## config.mk

```make
export PLATFORM = sky130hd
export DESIGN_NAME = sdft_fifo
export DESIGN_NICKNAME = d
export VERILOG_FILES = /design/src/sdft_pkg.sv /design/src/sdft_fifo.sv
export SDC_FILE = /design/constraint.sdc
export NUM_CORES = 1
export LEC_CHECK = 0
export ABC_AREA = 0
export BUFFER_PORTS_ARGS = -buffer_cell sky130_fd_sc_hd__buf_2
export CAP_MARGIN = 25
export CORE_MARGIN = 3
export CORE_UTILIZATION = 48
export DETAILED_ROUTE_END_ITERATION = 8
export MAX_ROUTING_LAYER = met4
export PLACE_DENSITY = 0.77
export SLEW_MARGIN = 10
export SYNTH_ARGS = -nofsm -noshare
export SYNTH_HDL_FRONTEND = slang
export SYNTH_SLANG_ARGS = --single-unit
```

## constraint.sdc

```tcl
create_clock -name clk_i -period 1.65 [get_ports clk_i]
set_input_delay 0.165 -clock clk_i [delete_from_list [all_inputs] [get_ports clk_i]]
set_output_delay 0.165 -clock clk_i [all_outputs]
set_load 0.005 [all_outputs]
```

## src/sdft_pkg.sv

```systemverilog
// Shared constants, types and the twiddle generator for the sliding DFT block.
package sdft_pkg;

  localparam int WINDOW_DEF      = 128;
  localparam int SAMPLE_BITS_DEF = 16;

  localparam int IN_W   = 16;   // sample port width
  localparam int IDX_W  = 6;    // bin_index port width
  localparam int BIN_W  = 24;   // bin part width
  localparam int MAG_W  = 24;   // magnitude width
  localparam int POW_W  = 48;   // bin power width
  localparam int TOT_W  = 40;   // running total width
  localparam int TW_W   = 16;   // Q1.15 twiddle part width
  localparam int QDEPTH = 2;    // front-to-back queue depth
  localparam int ODEPTH = 2;    // result queue depth

  localparam int     CORDIC_STAGES = 24;
  localparam longint CORDIC_START  = 652032874;
  localparam longint ATAN_TURNS [CORDIC_STAGES] = '{
    536870912, 316933406, 167458907, 85004756, 42667331, 21354465,
    10679838, 5340245, 2670163, 1335087, 667544, 333772,
    166886, 83443, 41722, 20861, 10430, 5215,
    2608, 1304, 652, 326, 163, 81
  };

  // per-sample control handed from front to back
  typedef struct packed {
    logic bins_valid;  // bins have been written at least once
    logic tot_valid;   // window was already full: history and totals are live
    logic filled;      // totals accumulate on this sample
  } sdft_flags_t;

  // Elaboration-time CORDIC: phase in 2^-32 turn, returns {cos, sin} in Q1.15.
  function automatic logic [2*TW_W-1:0] twiddle(input longint phase);
    longint     x;
    longint     y;
    longint     z;
    longint     dx;
    longint     dy;
    longint     xc;
    longint     yc;
    longint     c;
    longint     s;
    logic [1:0] quad;
    quad = 2'(phase >>> 30);
    z    = phase & 64'h3FFF_FFFF;
    x    = CORDIC_START;
    y    = 0;
    for (int i = 0; i < CORDIC_STAGES; i++) begin
      dx = y >>> i;
      dy = x >>> i;
      if (z >= 0) begin
        x = x - dx;
        y = y + dy;
        z = z - ATAN_TURNS[i];
      end else begin
        x = x + dx;
        y = y - dy;
        z = z + ATAN_TURNS[i];
      end
    end
    case (quad)
      2'd0: begin
        xc = x;
        yc = y;
      end
      2'd1: begin
        xc = -y;
        yc = x;
      end
      2'd2: begin
        xc = -x;
        yc = -y;
      end
      default: begin
        xc = y;
        yc = -x;
      end
    endcase
    c = (xc + 16384) >>> 15;
    s = (yc + 16384) >>> 15;
    if (c > 32767) c = 32767;
    if (c < -32768) c = -32768;
    if (s > 32767) s = 32767;
    if (s < -32768) s = -32768;
    return {TW_W'(c), TW_W'(s)};
  endfunction

endpackage

```

## src/sdft_fifo.sv

```systemverilog
// Small register queue with show-ahead read.
module sdft_fifo
  import sdft_pkg::*;
#(
  parameter int W     = 8,
  parameter int DEPTH = 2
) (
  input  logic         clk_i,
  input  logic         rst_ni,
  input  logic         push_i,
  input  logic [W-1:0] wdata_i,
  input  logic         pop_i,
  output logic [W-1:0] rdata_o,
  output logic         empty_o,
  output logic         full_o
);

  localparam int AW = $clog2(DEPTH);
  localparam int CW = $clog2(DEPTH + 1);

  logic [W-1:0]  mem_q [DEPTH];
  logic [AW-1:0] wptr_q, rptr_q;
  logic [CW-1:0] cnt_q;
  logic          do_push, do_pop;

  assign empty_o = (cnt_q == '0);
  assign full_o  = (cnt_q == CW'(DEPTH));
  assign do_push = push_i && !full_o;
  assign do_pop  = pop_i && !empty_o;
  assign rdata_o = mem_q[rptr_q];

  always_ff @(posedge clk_i or negedge rst_ni) begin
    if (!rst_ni) begin
      wptr_q <= '0;
      rptr_q <= '0;
      cnt_q  <= '0;
    end else begin
      if (do_push) wptr_q <= (wptr_q == AW'(DEPTH - 1)) ? '0 : wptr_q + 1'b1;
      if (do_pop)  rptr_q <= (rptr_q == AW'(DEPTH - 1)) ? '0 : rptr_q + 1'b1;
      if (do_push && !do_pop) cnt_q <= cnt_q + 1'b1;
      else if (do_pop && !do_push) cnt_q <= cnt_q - 1'b1;
    end
  end

  always_ff @(posedge clk_i) begin
    if (do_push) mem_q[wptr_q] <= wdata_i;
  end

endmodule

```

## After elaboration in Yosys (flattened, before gate mapping)

Memory sizes are Yosys's and may differ from the RTL's.
Cells that the tools add are included.

- Add/subtract/negate cells: 4
- Multiply operators: 0
- Div/mod/pow operators: 0
- $lt $le $gt $ge: 0
- Eq/ne operators: 1
- Shift-type cells: 0
- Multiplexer cells: 6
- Bitwise gates (word level): 0
- Reduce and logical (&&, ||, !) cells: 10

Operator list:

| operator | count |
|---|---|
| logical AND 1 bit | 4 |
| logical NOT 1 bit | 4 |
| 2-to-1 mux 1 bit | 4 |
| 2-to-1 mux 2 bit | 2 |
| adder 1 bit (second input constant) | 2 |
| adder 2 x 1 -> 2 bit (second input constant) | 1 |
| == test 2 bit (second input constant) | 1 |
| logical NOT 2 bit | 1 |
| nonzero test 2 bit | 1 |
| subtractor 2 x 1 -> 2 bit (second input constant) | 1 |

- Flip-flop bits (word level): 4
- Latch bits: 0
- Memory bits (writable): 16
- Memory bits (read-only): 0
- Input bits: 12
- Output and inout port bits: 10
- Word-level logic and storage cells: 25
- Memories kept: 1

Memory list:

| memory | depth | bits a word | rd ports | clocked after Yosys merged registers in | wr ports | RTL line | source |
|---|---|---|---|---|---|---|---|
| mem_q | 2 | 8 | 1 | 0 | 1 | sdft_fifo.sv:21 | `logic [W-1:0] mem_q [DEPTH];` |

## Depth between registers and ports, before layout

- Depth after elaboration: 7
- Gate-level depth with buffers: 7
- Mapped depth without buffers: 7

## Least setup slack after synthesis

Ideal clock, no wire load.

- Path kind: reg2reg
- From: register cnt_q[0]
- To: memory mem_q[0][0], enable pin
- Setup time: 370 ps
- Arrival: 1,004 ps
- Required time: 1,280 ps
- Setup slack: 276 ps
- Cell stages (with the launch flop): 4
- Path buffers: 0
- Period minus slack after synthesis: 1,374 ps
- Cell sequence: dfrtp_1 nand2b_1 nand2_2 nor2_1

- Word-level cells in the longest chain between the ends: 5

Ends and longest elaborated chain:

| element | RTL line | source |
|---|---|---|
| from (decl) | sdft_fifo.sv:23 | `logic [CW-1:0] cnt_q;` |
| from (signal assigned) | sdft_fifo.sv:40 | `if (do_push && !do_pop) cnt_q <= cnt_q + 1'b1;` |
| from (signal assigned) | sdft_fifo.sv:41 | `else if (do_pop && !do_push) cnt_q <= cnt_q - 1'b1;` |
| == test 2 bit | sdft_fifo.sv:27 | `assign full_o = (cnt_q == CW'(DEPTH));` |
| logical NOT 1 bit | sdft_fifo.sv:28 | `assign do_push = push_i && !full_o;` |
| logical AND 1 bit | sdft_fifo.sv:28 |  |
| 2-to-1 mux 1 bit | sdft_fifo.sv:46 | `if (do_push) mem_q[wptr_q] <= wdata_i;` |
| 2-to-1 mux 1 bit (not written as such) | sdft_fifo.sv:46 |  |
| to (decl) | sdft_fifo.sv:21 |  |

Every way passes these cells.

## Worst setup path after layout

- From: register rptr_q
- To: output rdata_o[7]

- Word-level cells in the longest chain between the ends: 1

Ends and longest elaborated chain:

| element | RTL line | source |
|---|---|---|
| from (decl) | sdft_fifo.sv:22 | `logic [AW-1:0] wptr_q, rptr_q;` |
| from (signal assigned) | sdft_fifo.sv:39 | `if (do_pop) rptr_q <= (rptr_q == AW'(DEPTH - 1)) ? '0 : rptr_q + 1'b1;` |
| memory read (2 x 8 bit) | - |  |
| to (decl) | sdft_fifo.sv:13 | `output logic [W-1:0] rdata_o,` |

Every way passes these cells.

==> summary.txt <==
Placement
  – Pre-CTS WS: 171.0 ps
  – IO Port Bufs: 21
  – Gpl congestion: 0.6680
  – Post-DP HPWL: 859.2 µm
  – Placed insts: 81
  – Placed instance area: 908.4 µm²

Route
  – 1st-iter DRT viols: 0
  – Via density: 4.884
  – DRT Pass-1 Iters: 1
  – Vias: 420
  – Final wirelength: 1184 µm
  – WL/cell: 13.77 µm
  – DRC Markers: 0
  – Antenna Nets Post-Route: 0

STA
  – Slew headroom: 0.7401
  – Final setup fails: 0
  – Minimum clock period: 1577 ps
  – Max Freq: roughly 630 MHz
  – Setup TNS: 0 ps
  – Fin worst setup slack: 72.54 ps
  – Fin. max-slew vios: 0
  – Slew @ Worst Pin: 389.9 ps
  – Hold Slack: 44.84 ps
  – Period utilization: 0.9560
  – Fin Clk Skew: between 10 and 15 ps
  – RSZ-0062 raised after global routing: false
  – Final hold vios: 0

Floorplan
  – Starting density of the core: 0.5537
  – Die area: roughly 2100 µm²
  – I/O pin total: 22
  – Core area: roughly 1400 µm²
  – Die height: 46.17 µm
  – Die Width: 46.17 µm
  – Rows: 13

Critical path
  – Worst setup EP type: output port
  – CP max FO: 9
  – Arr. time, crit path: 1410 ps
  – Kind of critical path: reg -> out
  – Reg2Reg Setup Slack: 160 ps
  – Data required, critical path: between 1000 and 1500 ps
  – Setup crit start kind: register

Power
  – Maximum vdd drop: about 1100 µV
  – Static Leak: 0.4040 nW
  – Pwr Total: 1.571 mW
  – Pwr dens: 1645 nW/µm²

Logic synthesis
  – Synthesized Nets: between 50 and 60
  – Post-Syn Area: 774.5 µm²
  – Register area share after synthesis: 0.7496
  – Seq cells post-synth: 20
  – Syn avg cell area: 17.60 µm²
  – Synth warn: 0
  – Yosys cell types: 14
  – Yosys top cell by area: edfxtp_1
  – Synth area leaders: edfxtp_1 62%, dfrtp_1 13%, mux2_1 10%, xnor2_1 3.4%, xor2_1 2.3%
  – Area share of the largest cell type after synthesis: 0.6204
  – Post-Syn Instances: 44

Clock network
  – H-tree Lvls: 1
  – Root buffer selected by CTS: clkbuf_4
  – TritonCTS clock tree: yes
  – Clk sink count: 20
  – CTS buffer count: 3
  – CTS resizes: 0
  – Clock latency on the worst-skew pair: 300 ps
  – Clk pin slew, worst setup/hold paths: around 110 ps
  – Max clock buf depth: 2

Finish
  – Antenna Cells: 0
  – Fillers: 105
  – Finished Core Util: 0.6825
  – Area grow syn2layout: 23.26%
  – Most frequent cells in the layout: 21 x buf_2, 16 x edfxtp_1, 7 x mux2_1
  – Commonest non-fill, non-tap cell in the layout: buf_2
  – Non-filler cells, final: 86
  – Final instance area: 954.7 µm²
  – Nets: 85
  – Layout cells sized above 1: 0.4085

Flow run
  – Number of max-cap violations: 0

Run status
  – Status: complete, no violations

Worst hold path
  – Hold Crit Class: in -> reg

GRT
  – Met3 Usage GRT: 0.02344
  – Most used routing layer: met2
  – Met2 Use GR: 0.2253
  – Number of global-route vias before repair: ~430
  – Gr ovfl total: 0
  – Met1 track demand over resource: 0.1594
  – GR Util All Layers: 0.1392
  – Global-route wire length before repair: 1918 µm
  – Largest net degree at the start of global routing: 12
  – Initial antenna violation count: 0
logic make-up after synthesis:
kind of cell               synth area share
DFF                                  0.7496
xor gates and xnor gates            0.05655
buffers and inverters               0.01615
AOI/OAI and AO/OA                  0.006456
and+or+nand+nor                     0.03879
adders and majority gates           0.01615
muxes                                0.1163
where the power goes:
| group | internal (mW) | switching (mW) |
|---|---|---|
| sequential | 0.705 | 0.105 |
| clock | 0.135 | 0.144 |
| combinational | 0.264 | 0.217 |
Yosys cell counts (all sizes together):
cell type and instances:
xnor2 3, buf 1, dfrtp 4, nand2 1
inv 2, and3 1, nand2b 1, o21ai 1
ha 1, xor2 2, nor2 3, mux2 8
edfxtp 16
path summary, 6_finish.rpt:
check	from	to	depth (start not counted)
worst max-delay path	rptr_q	rdata_o[7]	2
worst min-delay path	wdata_i[4]	mem_q[0][4]	1
worst max register to register	cnt_q[0]	cnt_q[1]	7
worst min register to register	wptr_q	wptr_q	1
max in group asynchronous	rst_ni	rptr_q	2
min in group asynchronous	rst_ni	cnt_q[0]	2
state kept, by name, summed over array words and instances, names as in the netlist:
register / flops
cnt_q: 2
mem_q: 16
rptr_q: 1
wptr_q: 1
worst max-delay path, stage by stage (launching register included):
cell	delay, ps
dfrtp_1	600
mux2_2	390
buf_2	130
per-layer routing:
layer / up-vias / wire [µm]
met4: 0 / 33
met3: 4 / 73
met1: 189 / 505
met2: 15 / 572
li1: 212 / -
met5: - / 0
final cells by class:
cell class	instances	area (µm²)	area share
clock buffer	4	36.28	0.03801
inverter	2	7.507	0.007864
multi-input combinational	21	181.4	0.1900
sequential	20	580.6	0.6081
tap	15	18.77	0.01966
timing repair buffer	24	130.1	0.1363
what timing repair did:
item                                   4_1_cts  5_1_grt
buffers inserted                             0        0
endpoints found under the hold margin        4        0
hold buffers                                 1        0
(Power assumes the default switching activity.)
