==> src/sdft_pkg.sv <==
// Shared constants, types and the twiddle generator for the sliding DFT block.
package sdft_pkg;

  localparam int WINDOW_DEF      = 128;
  localparam int SAMPLE_BITS_DEF = 16;

  localparam int IN_W   = 16;   // sample port width
  localparam int IDX_W  = 6;    // bin_index port width
  localparam int BIN_W  = 24;   // bin part width
  localparam int MAG_W  = 24;   // magnitude width
  localparam int POW_W  = 48;   // bin power width
  localparam int TOT_W  = 40;   // running total width
  localparam int TW_W   = 16;   // Q1.15 twiddle part width
  localparam int QDEPTH = 2;    // front-to-back queue depth
  localparam int ODEPTH = 2;    // result queue depth

  localparam int     CORDIC_STAGES = 24;
  localparam longint CORDIC_START  = 652032874;
  localparam longint ATAN_TURNS [CORDIC_STAGES] = '{
    536870912, 316933406, 167458907, 85004756, 42667331, 21354465,
    10679838, 5340245, 2670163, 1335087, 667544, 333772,
    166886, 83443, 41722, 20861, 10430, 5215,
    2608, 1304, 652, 326, 163, 81
  };

  // per-sample control handed from front to back
  typedef struct packed {
    logic bins_valid;  // bins have been written at least once
    logic tot_valid;   // window was already full: history and totals are live
    logic filled;      // totals accumulate on this sample
  } sdft_flags_t;

  // Elaboration-time CORDIC: phase in 2^-32 turn, returns {cos, sin} in Q1.15.
  function automatic logic [2*TW_W-1:0] twiddle(input longint phase);
    longint     x;
    longint     y;
    longint     z;
    longint     dx;
    longint     dy;
    longint     xc;
    longint     yc;
    longint     c;
    longint     s;
    logic [1:0] quad;
    quad = 2'(phase >>> 30);
    z    = phase & 64'h3FFF_FFFF;
    x    = CORDIC_START;
    y    = 0;
    for (int i = 0; i < CORDIC_STAGES; i++) begin
      dx = y >>> i;
      dy = x >>> i;
      if (z >= 0) begin
        x = x - dx;
        y = y + dy;
        z = z - ATAN_TURNS[i];
      end else begin
        x = x + dx;
        y = y - dy;
        z = z + ATAN_TURNS[i];
      end
    end
    case (quad)
      2'd0: begin
        xc = x;
        yc = y;
      end
      2'd1: begin
        xc = -y;
        yc = x;
      end
      2'd2: begin
        xc = -x;
        yc = -y;
      end
      default: begin
        xc = y;
        yc = -x;
      end
    endcase
    c = (xc + 16384) >>> 15;
    s = (yc + 16384) >>> 15;
    if (c > 32767) c = 32767;
    if (c < -32768) c = -32768;
    if (s > 32767) s = 32767;
    if (s < -32768) s = -32768;
    return {TW_W'(c), TW_W'(s)};
  endfunction

endpackage

==> src/sdft_ram.sv <==
// Generic single-write, single-read RAM with registered read data.
module sdft_ram
  import sdft_pkg::*;
#(
  parameter int W     = 32,
  parameter int DEPTH = 64
) (
  input  logic                     clk_i,
  input  logic                     we_i,
  input  logic [$clog2(DEPTH)-1:0] waddr_i,
  input  logic [W-1:0]             wdata_i,
  input  logic                     re_i,
  input  logic [$clog2(DEPTH)-1:0] raddr_i,
  output logic [W-1:0]             rdata_o
);

  logic [W-1:0] mem_q [DEPTH];
  logic [W-1:0] rdata_q;

  always_ff @(posedge clk_i) begin
    if (we_i) mem_q[waddr_i] <= wdata_i;
    if (re_i) rdata_q <= mem_q[raddr_i];  // read-before-write on a shared address
  end

  assign rdata_o = rdata_q;

endmodule

==> src/sdft_front.sv <==
// Front end: takes samples, keeps the sample history and forms new-minus-old.
module sdft_front
  import sdft_pkg::*;
#(
  parameter int WINDOW      = WINDOW_DEF,
  parameter int SAMPLE_BITS = SAMPLE_BITS_DEF
) (
  input  logic                          clk_i,
  input  logic                          rst_ni,
  input  logic                          push,
  output logic                          full,
  input  logic signed [IN_W-1:0]        sample_re_i,
  input  logic signed [IN_W-1:0]        sample_im_i,
  output logic                          q_push_o,
  output logic signed [SAMPLE_BITS:0]   q_delta_re_o,
  output logic signed [SAMPLE_BITS:0]   q_delta_im_o,
  output sdft_flags_t                   q_flags_o,
  input  logic                          q_full_i
);

  localparam int SB = SAMPLE_BITS;
  localparam int DW = SB + 1;
  localparam int AW = $clog2(WINDOW);
  localparam int CW = $clog2(WINDOW + 1);
  localparam int XW = (SB > IN_W) ? SB : IN_W;

  logic [AW-1:0]        ptr_q;
  logic [CW-1:0]        seen_q;
  logic                 pend_q;
  logic signed [SB-1:0] new_re_q, new_im_q;
  sdft_flags_t          flags_q;

  logic [XW-1:0]        re_ext, im_ext;
  logic signed [SB-1:0] new_re, new_im;
  logic signed [SB-1:0] old_re, old_im;
  logic [2*SB-1:0]      hist_rd;
  logic                 accept, seen_full;

  // only the low SAMPLE_BITS of each part count, as two's complement
  assign re_ext = XW'($unsigned(sample_re_i));
  assign im_ext = XW'($unsigned(sample_im_i));
  assign new_re = signed'(re_ext[SB-1:0]);
  assign new_im = signed'(im_ext[SB-1:0]);

  // one sample in flight to the queue at a time
  assign full      = pend_q || q_full_i;
  assign accept    = push && !full;
  assign seen_full = (seen_q == CW'(WINDOW));

  sdft_ram #(.W(2 * SB), .DEPTH(WINDOW)) u_hist (
    .clk_i   (clk_i),
    .we_i    (accept),
    .waddr_i (ptr_q),
    .wdata_i ({new_re, new_im}),
    .re_i    (accept),
    .raddr_i (ptr_q),
    .rdata_o (hist_rd)
  );

  always_ff @(posedge clk_i or negedge rst_ni) begin
    if (!rst_ni) begin
      ptr_q  <= '0;
      seen_q <= '0;
      pend_q <= 1'b0;
    end else begin
      pend_q <= accept;
      if (accept) begin
        ptr_q <= (ptr_q == AW'(WINDOW - 1)) ? '0 : ptr_q + 1'b1;
        if (!seen_full) seen_q <= seen_q + 1'b1;
      end
    end
  end

  always_ff @(posedge clk_i) begin
    if (accept) begin
      new_re_q           <= new_re;
      new_im_q           <= new_im;
      flags_q.bins_valid <= (seen_q != '0);
      flags_q.tot_valid  <= seen_full;
      flags_q.filled     <= (seen_q >= CW'(WINDOW - 1));
    end
  end

  // history slot is unwritten until the window has wrapped once
  assign old_re = flags_q.tot_valid ? signed'(hist_rd[2*SB-1:SB]) : '0;
  assign old_im = flags_q.tot_valid ? signed'(hist_rd[SB-1:0]) : '0;

  assign q_push_o     = pend_q;
  assign q_delta_re_o = DW'(new_re_q) - DW'(old_re);
  assign q_delta_im_o = DW'(new_im_q) - DW'(old_im);
  assign q_flags_o    = flags_q;

endmodule

==> config.mk <==
export PLATFORM = sky130hd
export DESIGN_NAME = sdft_front
export DESIGN_NICKNAME = d
export VERILOG_FILES = /design/src/sdft_pkg.sv /design/src/sdft_ram.sv /design/src/sdft_front.sv
export SDC_FILE = /design/constraint.sdc
export NUM_CORES = 2
export LEC_CHECK = 0
export BUFFER_PORTS_ARGS = -buffer_cell sky130_fd_sc_hd__buf_4
export CORE_ASPECT_RATIO = 0.75
export CORE_MARGIN = 2
export CORE_UTILIZATION = 55
export CTS_BUF_LIST = sky130_fd_sc_hd__clkbuf_8
export DETAILED_ROUTE_END_ITERATION = 7
export PLACE_DENSITY_LB_ADDON = 0.1
export RECOVER_POWER = 25
export SLEW_MARGIN = 15
export SYNTH_ARGS = -nofsm -noshare
export SYNTH_HDL_FRONTEND = slang
export SYNTH_SLANG_ARGS = --single-unit
==> constraint.sdc <==
create_clock -name clk_i -period 3.55 [get_ports clk_i]
set_input_delay 0.71 -clock clk_i [delete_from_list [all_inputs] [get_ports clk_i]]
set_output_delay 0.71 -clock clk_i [all_outputs]
set_load 0.01 [all_outputs]
# After elaboration in Yosys (flattened, before gate mapping)
# Memories as Yosys holds them, arrays and structs flattened. A register that Yosys moved wholly into a read port is not among the register bits.
# Index checks and enable logic that the tools add are counted.
[totals]
elab_cells = 27
mem_count = 1
out_inout_bits = 39
mem_bits_rw = 4096
regBits = 51
mem_bits_ro = 0
in_bits = 36
latch_bits = 0
[memory_table]
columns = ["name", "depth", "width", "read_ports", "rd_clocked_by_memory_dff", "write_ports", "line", "rtl"]
rows = [
  ["u_hist.mem_q", 128, 32, 1, 1, 1, "sdft_ram.sv:17", "logic [W-1:0] mem_q [DEPTH];"],
]
[op_classes]
n_mux = 5
bitwise = 1
n_addsub = 4
div = 0
n_lt_le_gt_ge = 1
n_eq_ne = 2
reduce_logical = 5
mul = 0
shift = 0
[ops]
columns = ["op", "n"]
rows = [
  ["subtractor 16 x 16 -> 17 bit", 2],
  ["2-to-1 mux 16 bit", 2],
  ["adder 8 x 1 -> 8 bit, second input constant", 1],
  ["== test 8 bit, second input constant", 1],
  [">= comparator 8 x 7 -> 1 bit, second input constant", 1],
  ["nonzero test 8 bit", 1],
  ["adder 7 x 1 -> 7 bit, second input constant", 1],
  ["== test 7 bit, second input constant", 1],
  ["2-to-1 mux 7 bit", 1],
  ["2-to-1 mux 1 bit", 2],
  ["AND reduction 2 bit", 1],
  ["logical AND 1 bit", 1],
  ["zero test 1 bit", 1],
  ["logical OR 1 bit", 1],
  ["inverter 1 bit", 1],
]

# Longest topological paths before layout
[logic_depth]
depth_word = 5
depth_mapped = 11
mapped_depth_nobuf = 10

# Hierarchy
# A second synthesis with hierarchy kept.
[hier_totals]
cells_unflattened = 6333
hier_area_um2 = 160003.5
[by_module_without_submodules]
columns = ["module", "cells_each", "area_per_inst_um2", "instances"]
rows = [
  ["sdft_ram", 5990, 156596.4, 1],
  ["sdft_front", 343, 3407.0, 1],
]

# Worst setup path after synthesis
# Ideal clock, no wire load.
[synth_path]
path_kind = "register -> register"
start = "reg ptr_q[1]"
end = "mem u_hist.mem_q[127][0], enable pin"
t_required_ps = 3129
arrival_time_ps = 3073
path_buffers = 4
stages_incl_launch_ff = 7
slack_ps = 55
cell_sequence = "dfrtp_1 -> buf_2 -> clkbuf_1 -> clkbuf_1 -> nand3_1 -> clkbuf_1 -> nor2_1"
[synth_lines]
columns = ["element", "line", "rtl"]
rows = [
  ["start, declared", "sdft_front.sv:27", "logic [AW-1:0] ptr_q;"],
  ["start signal, assigned", "sdft_front.sv:68", "ptr_q <= (ptr_q == AW'(WINDOW - 1)) ? '0 : ptr_q + 1'b1;"],
  ["end, declared", "sdft_ram.sv:17", ""],
]
# Straight into the memory's write port.

# Worst setup path in the final report
[layout_path]
start = "reg flags_q (netlist bit q_flags_o[1])"
end = "out q_delta_im_o[16]"
[layout_between]
elab_chain_len = 2
[layout_lines]
columns = ["element", "line", "rtl"]
rows = [
  ["start, declared", "sdft_front.sv:31", "sdft_flags_t flags_q;"],
  ["2-to-1 mux 16 bit", "sdft_front.sv:86", "assign old_im = flags_q.tot_valid ? signed'(hist_rd[SB-1:0]) : '0;"],
  ["subtractor 16 x 16 -> 17 bit", "sdft_front.sv:90", "assign q_delta_im_o = DW'(new_im_q) - DW'(old_im);"],
  ["end, declared", "sdft_front.sv:16", "output logic signed [SAMPLE_BITS:0] q_delta_im_o,"],
]
# Every way passes these cells.

==> metrics.md <==
| Metric | Value |
|---|---|
| Critical path's slowest cell | `sky130_fd_sc_hd__edfxtp_1` |
| Post-route minimum period | `4.61 ns` |
| Setup repair after global routing missed its margin | `true` |
| Final #Nets | `8830` |
| Finished Core Util | `0.640` |
| Period utilisation layout | `1.30` |
| DRC errors left | `0` |
| Total power of the final layout | `119 mW` |
| XOR/XNOR Fraction of Synth Area | `0.00174` |
| Leakage power of the design | `60.3 nW` |
| Clock root buffer master | `sky130_fd_sc_hd__clkbuf_8` |
| Sequential cell area fraction in the yosys report | `0.780` |
| Post-synthesis average cell area | `20.7 µm²` |
| Internal | `84.1 mW` |
| Sequential share of power | `0.465` |
| Total wire length after detailed routing | `450 mm` |
| Count of final setup violators | `31` |
| Number of synthesized flops with an enable pin | `4163` |
| Max Clock Skew | `0.0610 ns` |
| Maximum ir drop on the vdd rail | `0.567 mV` |
| Routed length per instance | `34.3 µm` |
| First-pass GRT wire length | `624 mm` |
| Largest fanout on the critical path | `4` |
| Slew at the pin closest to its max-slew limit | `3.81 ns` |
| Estimated wirelength of the detail-placed design | `260 mm` |
| Type of the most critical hold path | `primary input to flip-flop` |
| Final hold viol count | `0` |
| Adder-cell share of the synthesized area | `0.00297` |
| I/O pin count | `75` |
| Count of maximum capacitance violations | `33` |
| Summed instance area of the synthesized netlist | `161000 µm²` |
| Flip-flop cell with the highest count after synthesis | `sky130_fd_sc_hd__edfxtp_1` |
| Port-buffer cells | `74` |
| Share of total power in the clock network | `0.299` |
| Power Density | `640 nW/µm²` |
| Number of clock sinks seen by CTS | `4179` |
| Run status | `finished, violations left` |
| Sw power | `34.5 mW` |
| Yosys Warn Count | `0` |
| Cell-by-cell trace of the critical path | `buf_4 -> buf_6 -> and2_4 -> ha_4 -> fa_2 -> nor2b_2 -> o21ai_2 -> a21boi_2 -> o21ai_2 -> a2111oi_2 -> buf_4 -> nand3_2 -> a22o_1 -> buf_6` |
| Number of detailed-route iterations in the first pass | `5` |
| Largest incremental delay on the critical path | `0.43 ns` |
| Maximum number of buffers from clock root to sink | `4` |
| Setup crit start kind | `flip-flop` |
| Synth Area in Compound Gates | `0.0368` |
| Overflow left after global routing | `0` |
| Ratio of cells with drive above 1 in the final layout | `0.266` |
| Slew Limit Headroom | `-1.54` |
| Largest family of logic cells by synthesized area | `multiplexers` |
| Number of global-route vias before repair | `81484` |
| Flop and latch count out of synthesis | `4179` |
| Req. time, crit path | `2.84 ns` |
| Die Outline Area | `297000 µm²` |
| Buffers & Inverters on Critical Path | `4` |
| Aggregate global-route resource usage | `0.300` |
| Start-to-end type of the worst setup path | `flip-flop to output port` |
| Arrival time at the worst endpoint | `3.90 ns` |
| Synth Instances | `7766` |
| Worst reg-to-reg setup slack | `0.02 ns` |
| Layout-stage area growth over the synthesis result | `15.4%` |
| Final-report max-slew violation count | `2266` |
| TritonCTS clock tree | `built` |
| Storage element area | `125000 µm²` |
| Failing checks | `capacitance limit, slew limit, setup timing` |
| Maximum number of pins on one net before global-route repair | `130` |
| Portion of netlist area occupied by mux cells | `0.144` |
| FILL cells | `19767` |
| Final setup margin | `-1.06 ns` |
| Standard-cell rows | `171` |
| Total area of multi-input combinational cells | `35100 µm²` |
| Starting Density | `0.554` |
| Drt via density | `6.46` |
| Die span in x | `628 µm` |
| Final Wtd Congestion | `0.882` |
| Clock Latency Late Sink | `1.08 ns` |
| Total clock buffers created by CTS | `629` |
| Family with the most delay on the worst path | `compound AO/OA/AOI/OAI gates` |
| Total via count after detailed routing | `84662` |
| FFs w/ async S/R, synth | `0.00383` |
| Switch share | `0.291` |
| First DRT Iteration DRCs | `13129` |
| Die span in y | `472 µm` |
| Core region area | `290000 µm²` |
| Share of total power in combinational logic | `0.236` |
| Top achievable clock speed | `217 MHz` |
| Initial antenna violation count | `26` |
| Simple-gate share of the synthesized area | `0.0216` |
| Synthesized netlist net count | `7839` |
| Detail Route Antenna Nets | `0` |
| Critical Path End Type | `output port` |
| Count of unique library cells instantiated by Yosys | `55` |
| CTS H-tree depth | `6` |
| CTS clock-pin slew for the worst setup and hold paths | `0.07 ns` |
==> Yosys cell counts (2+ instances only) <==
cell type,n,area [µm²]
sky130_fd_sc_hd__edfxtp_1,4163,125000
sky130_fd_sc_hd__mux2i_1,801,8020
sky130_fd_sc_hd__mux4_2,672,15100
sky130_fd_sc_hd__a22oi_1,320,2400
sky130_fd_sc_hd__nand2_1,243,912
sky130_fd_sc_hd__clkbuf_1,208,781
sky130_fd_sc_hd__nand3_1,207,1040
sky130_fd_sc_hd__a21oi_1,184,921
sky130_fd_sc_hd__buf_2,166,831
sky130_fd_sc_hd__nor2_1,165,619
sky130_fd_sc_hd__a31oi_1,66,413
sky130_fd_sc_hd__a211oi_1,65,488
sky130_fd_sc_hd__a22o_1,65,569
sky130_fd_sc_hd__nor2b_1,46,288
sky130_fd_sc_hd__nand4_1,38,238
sky130_fd_sc_hd__nor3_1,38,190
sky130_fd_sc_hd__a221oi_1,35,307
sky130_fd_sc_hd__ha_1,35,438
sky130_fd_sc_hd__a221oi_2,30,450
sky130_fd_sc_hd__buf_1,29,109
sky130_fd_sc_hd__inv_1,27,101
sky130_fd_sc_hd__xnor2_1,23,201
sky130_fd_sc_hd__o21ai_0,19,95.1
sky130_fd_sc_hd__buf_6,18,203
sky130_fd_sc_hd__dfrtp_1,16,400
sky130_fd_sc_hd__buf_4,12,90.1
sky130_fd_sc_hd__a21o_1,11,82.6
sky130_fd_sc_hd__xor2_1,9,78.8
sky130_fd_sc_hd__and3_1,7,43.8
sky130_fd_sc_hd__nand2b_1,5,31.3
sky130_fd_sc_hd__and2_1,4,25.0
sky130_fd_sc_hd__o211ai_1,4,30.0
sky130_fd_sc_hd__a21boi_0,3,22.5
sky130_fd_sc_hd__nor3b_1,3,22.5
sky130_fd_sc_hd__o21a_1,3,22.5
sky130_fd_sc_hd__o21bai_1,3,22.5
sky130_fd_sc_hd__a311oi_1,2,17.5
sky130_fd_sc_hd__fa_1,2,40.0
sky130_fd_sc_hd__o31ai_1,2,15.0
sky130_fd_sc_hd__or3_1,2,12.5
==> worst paths after layout <==
path	start	end	cells past startpoint
max	q_flags_o[1]	q_delta_im_o[16]	14
min	push	ptr_q[1]	5
max reg2reg	ptr_q[0]	u_hist.rdata_o[21]	11
min reg2reg	seen_q[5]	seen_q[5]	1
max in group asynchronous	rst_ni	seen_q[5]	4
min in group asynchronous	rst_ni	q_push_o	3
==> timing repair <==
item / in CTS / in global routing
hold endpoints to repair: 30 / 0
pin swaps: 55 / 50
setup endpoints to repair: 37 / 35
gates resized for setup: 128 / 70
hold buffers: 4 / 0
buffers inserted: 26 / 23
cloned: 0 / 1
==> tightest hold or removal path: cells and delay by family <==
family / cells / cell delay [ns]
buffers and inverters: 2 / 0.32
and+or+nand+nor: 3 / 0.29
==> registers in the layout, summed over array words and instances, names as in the netlist <==
| register | count |
|---|---|
| u_hist.rdata_o | 32 |
| new_im_q | 16 |
| u_hist.mem_q | 4096 |
| new_re_q | 16 |
| q_flags_o | 3 |
| q_push_o | 1 |
| seen_q | 8 |
| ptr_q | 7 |
==> layout make-up <==
class | count | area share
sequential | 4179 | 0.676
multi-input combinational | 3127 | 0.189
timing repair buffer | 793 | 0.0492
clock buffer | 649 | 0.0481
tap | 3892 | 0.0262
clock inverter | 430 | 0.0106
inverter | 27 | 0.000553
antenna | 11 | 0.000148
==> stage by stage <==
| step | area, µm² | worst slack (ns) | std cells | setup TNS [ns] | hold slack [ns] |
|---|---|---|---|---|---|
| after floorplan | 161000 | 0.0553 | 7766 | 0 | 0.414 |
| after global placement | 174000 | -0.436 | 11982 | -2.02 | 0.480 |
| after detailed placement | 174000 | -0.394 | 11982 | -1.83 | 0.489 |
| after CTS | 185000 | -1.07 | 13084 | -21.13 | 0.0470 |
| after global routing | 186000 | -1.22 | 13098 | -26.00 | 0.290 |
| final | 186000 | -1.06 | 13108 | -22.39 | 0.304 |
==> power groups by stage <==
| stage | Combinational, mW | Sequential [mW] | Clock (mW) |
|---|---|---|---|
| 2_1_floorplan | 16.3 | 55.9 | 0 |
| 3_3_place_gp | 27.1 | 56.1 | 0 |
| 3_5_place_dp | 27.4 | 56.1 | 0 |
| 4_1_cts | 27.8 | 55.1 | 36.0 |
| 5_1_grt | 29.3 | 55.2 | 38.1 |
| 6_report | 28.0 | 55.2 | 35.5 |
==> routing by layer <==
metal | wire, µm | track usage
met2 | 194000 | 0.420
met3 | 55600 | 0.0707
met4 | 11000 | 0.0774
met1 | 190000 | 0.478
met5 | 0 | 0
==> placed cells by master (no fill, tap or decap), types with 33 or more instances in the layout <==
cell	synthesis	routed
sky130_fd_sc_hd__edfxtp_1	4163	4163
sky130_fd_sc_hd__mux2i_1	801	801
sky130_fd_sc_hd__mux4_2	672	672
sky130_fd_sc_hd__clkbuf_8	0	649
sky130_fd_sc_hd__buf_4	12	451
sky130_fd_sc_hd__a22oi_1	320	318
sky130_fd_sc_hd__inv_1	27	247
sky130_fd_sc_hd__buf_12	0	245
sky130_fd_sc_hd__nand2_1	243	223
sky130_fd_sc_hd__nand3_1	207	202
sky130_fd_sc_hd__a21oi_1	184	171
sky130_fd_sc_hd__clkinv_1	0	139
sky130_fd_sc_hd__nor2_4	0	132
sky130_fd_sc_hd__a31oi_1	66	66
sky130_fd_sc_hd__a22o_1	65	65
sky130_fd_sc_hd__a211oi_1	65	54
sky130_fd_sc_hd__buf_6	18	42
sky130_fd_sc_hd__nor2b_1	46	39
sky130_fd_sc_hd__nand4_1	38	38
sky130_fd_sc_hd__a221oi_1	35	34
sky130_fd_sc_hd__clkinv_2	0	33
==> cells by family after synthesis <==
kind of cell	after synthesis
AOI/OAI and AO/OA	819
DFF	4179
and+or+nand+nor	766
buffers and inverters	460
adders and majority gates	37
muxes	1473
xor gates and xnor gates	32
Note: power is estimated with default switching activity, not from simulation.
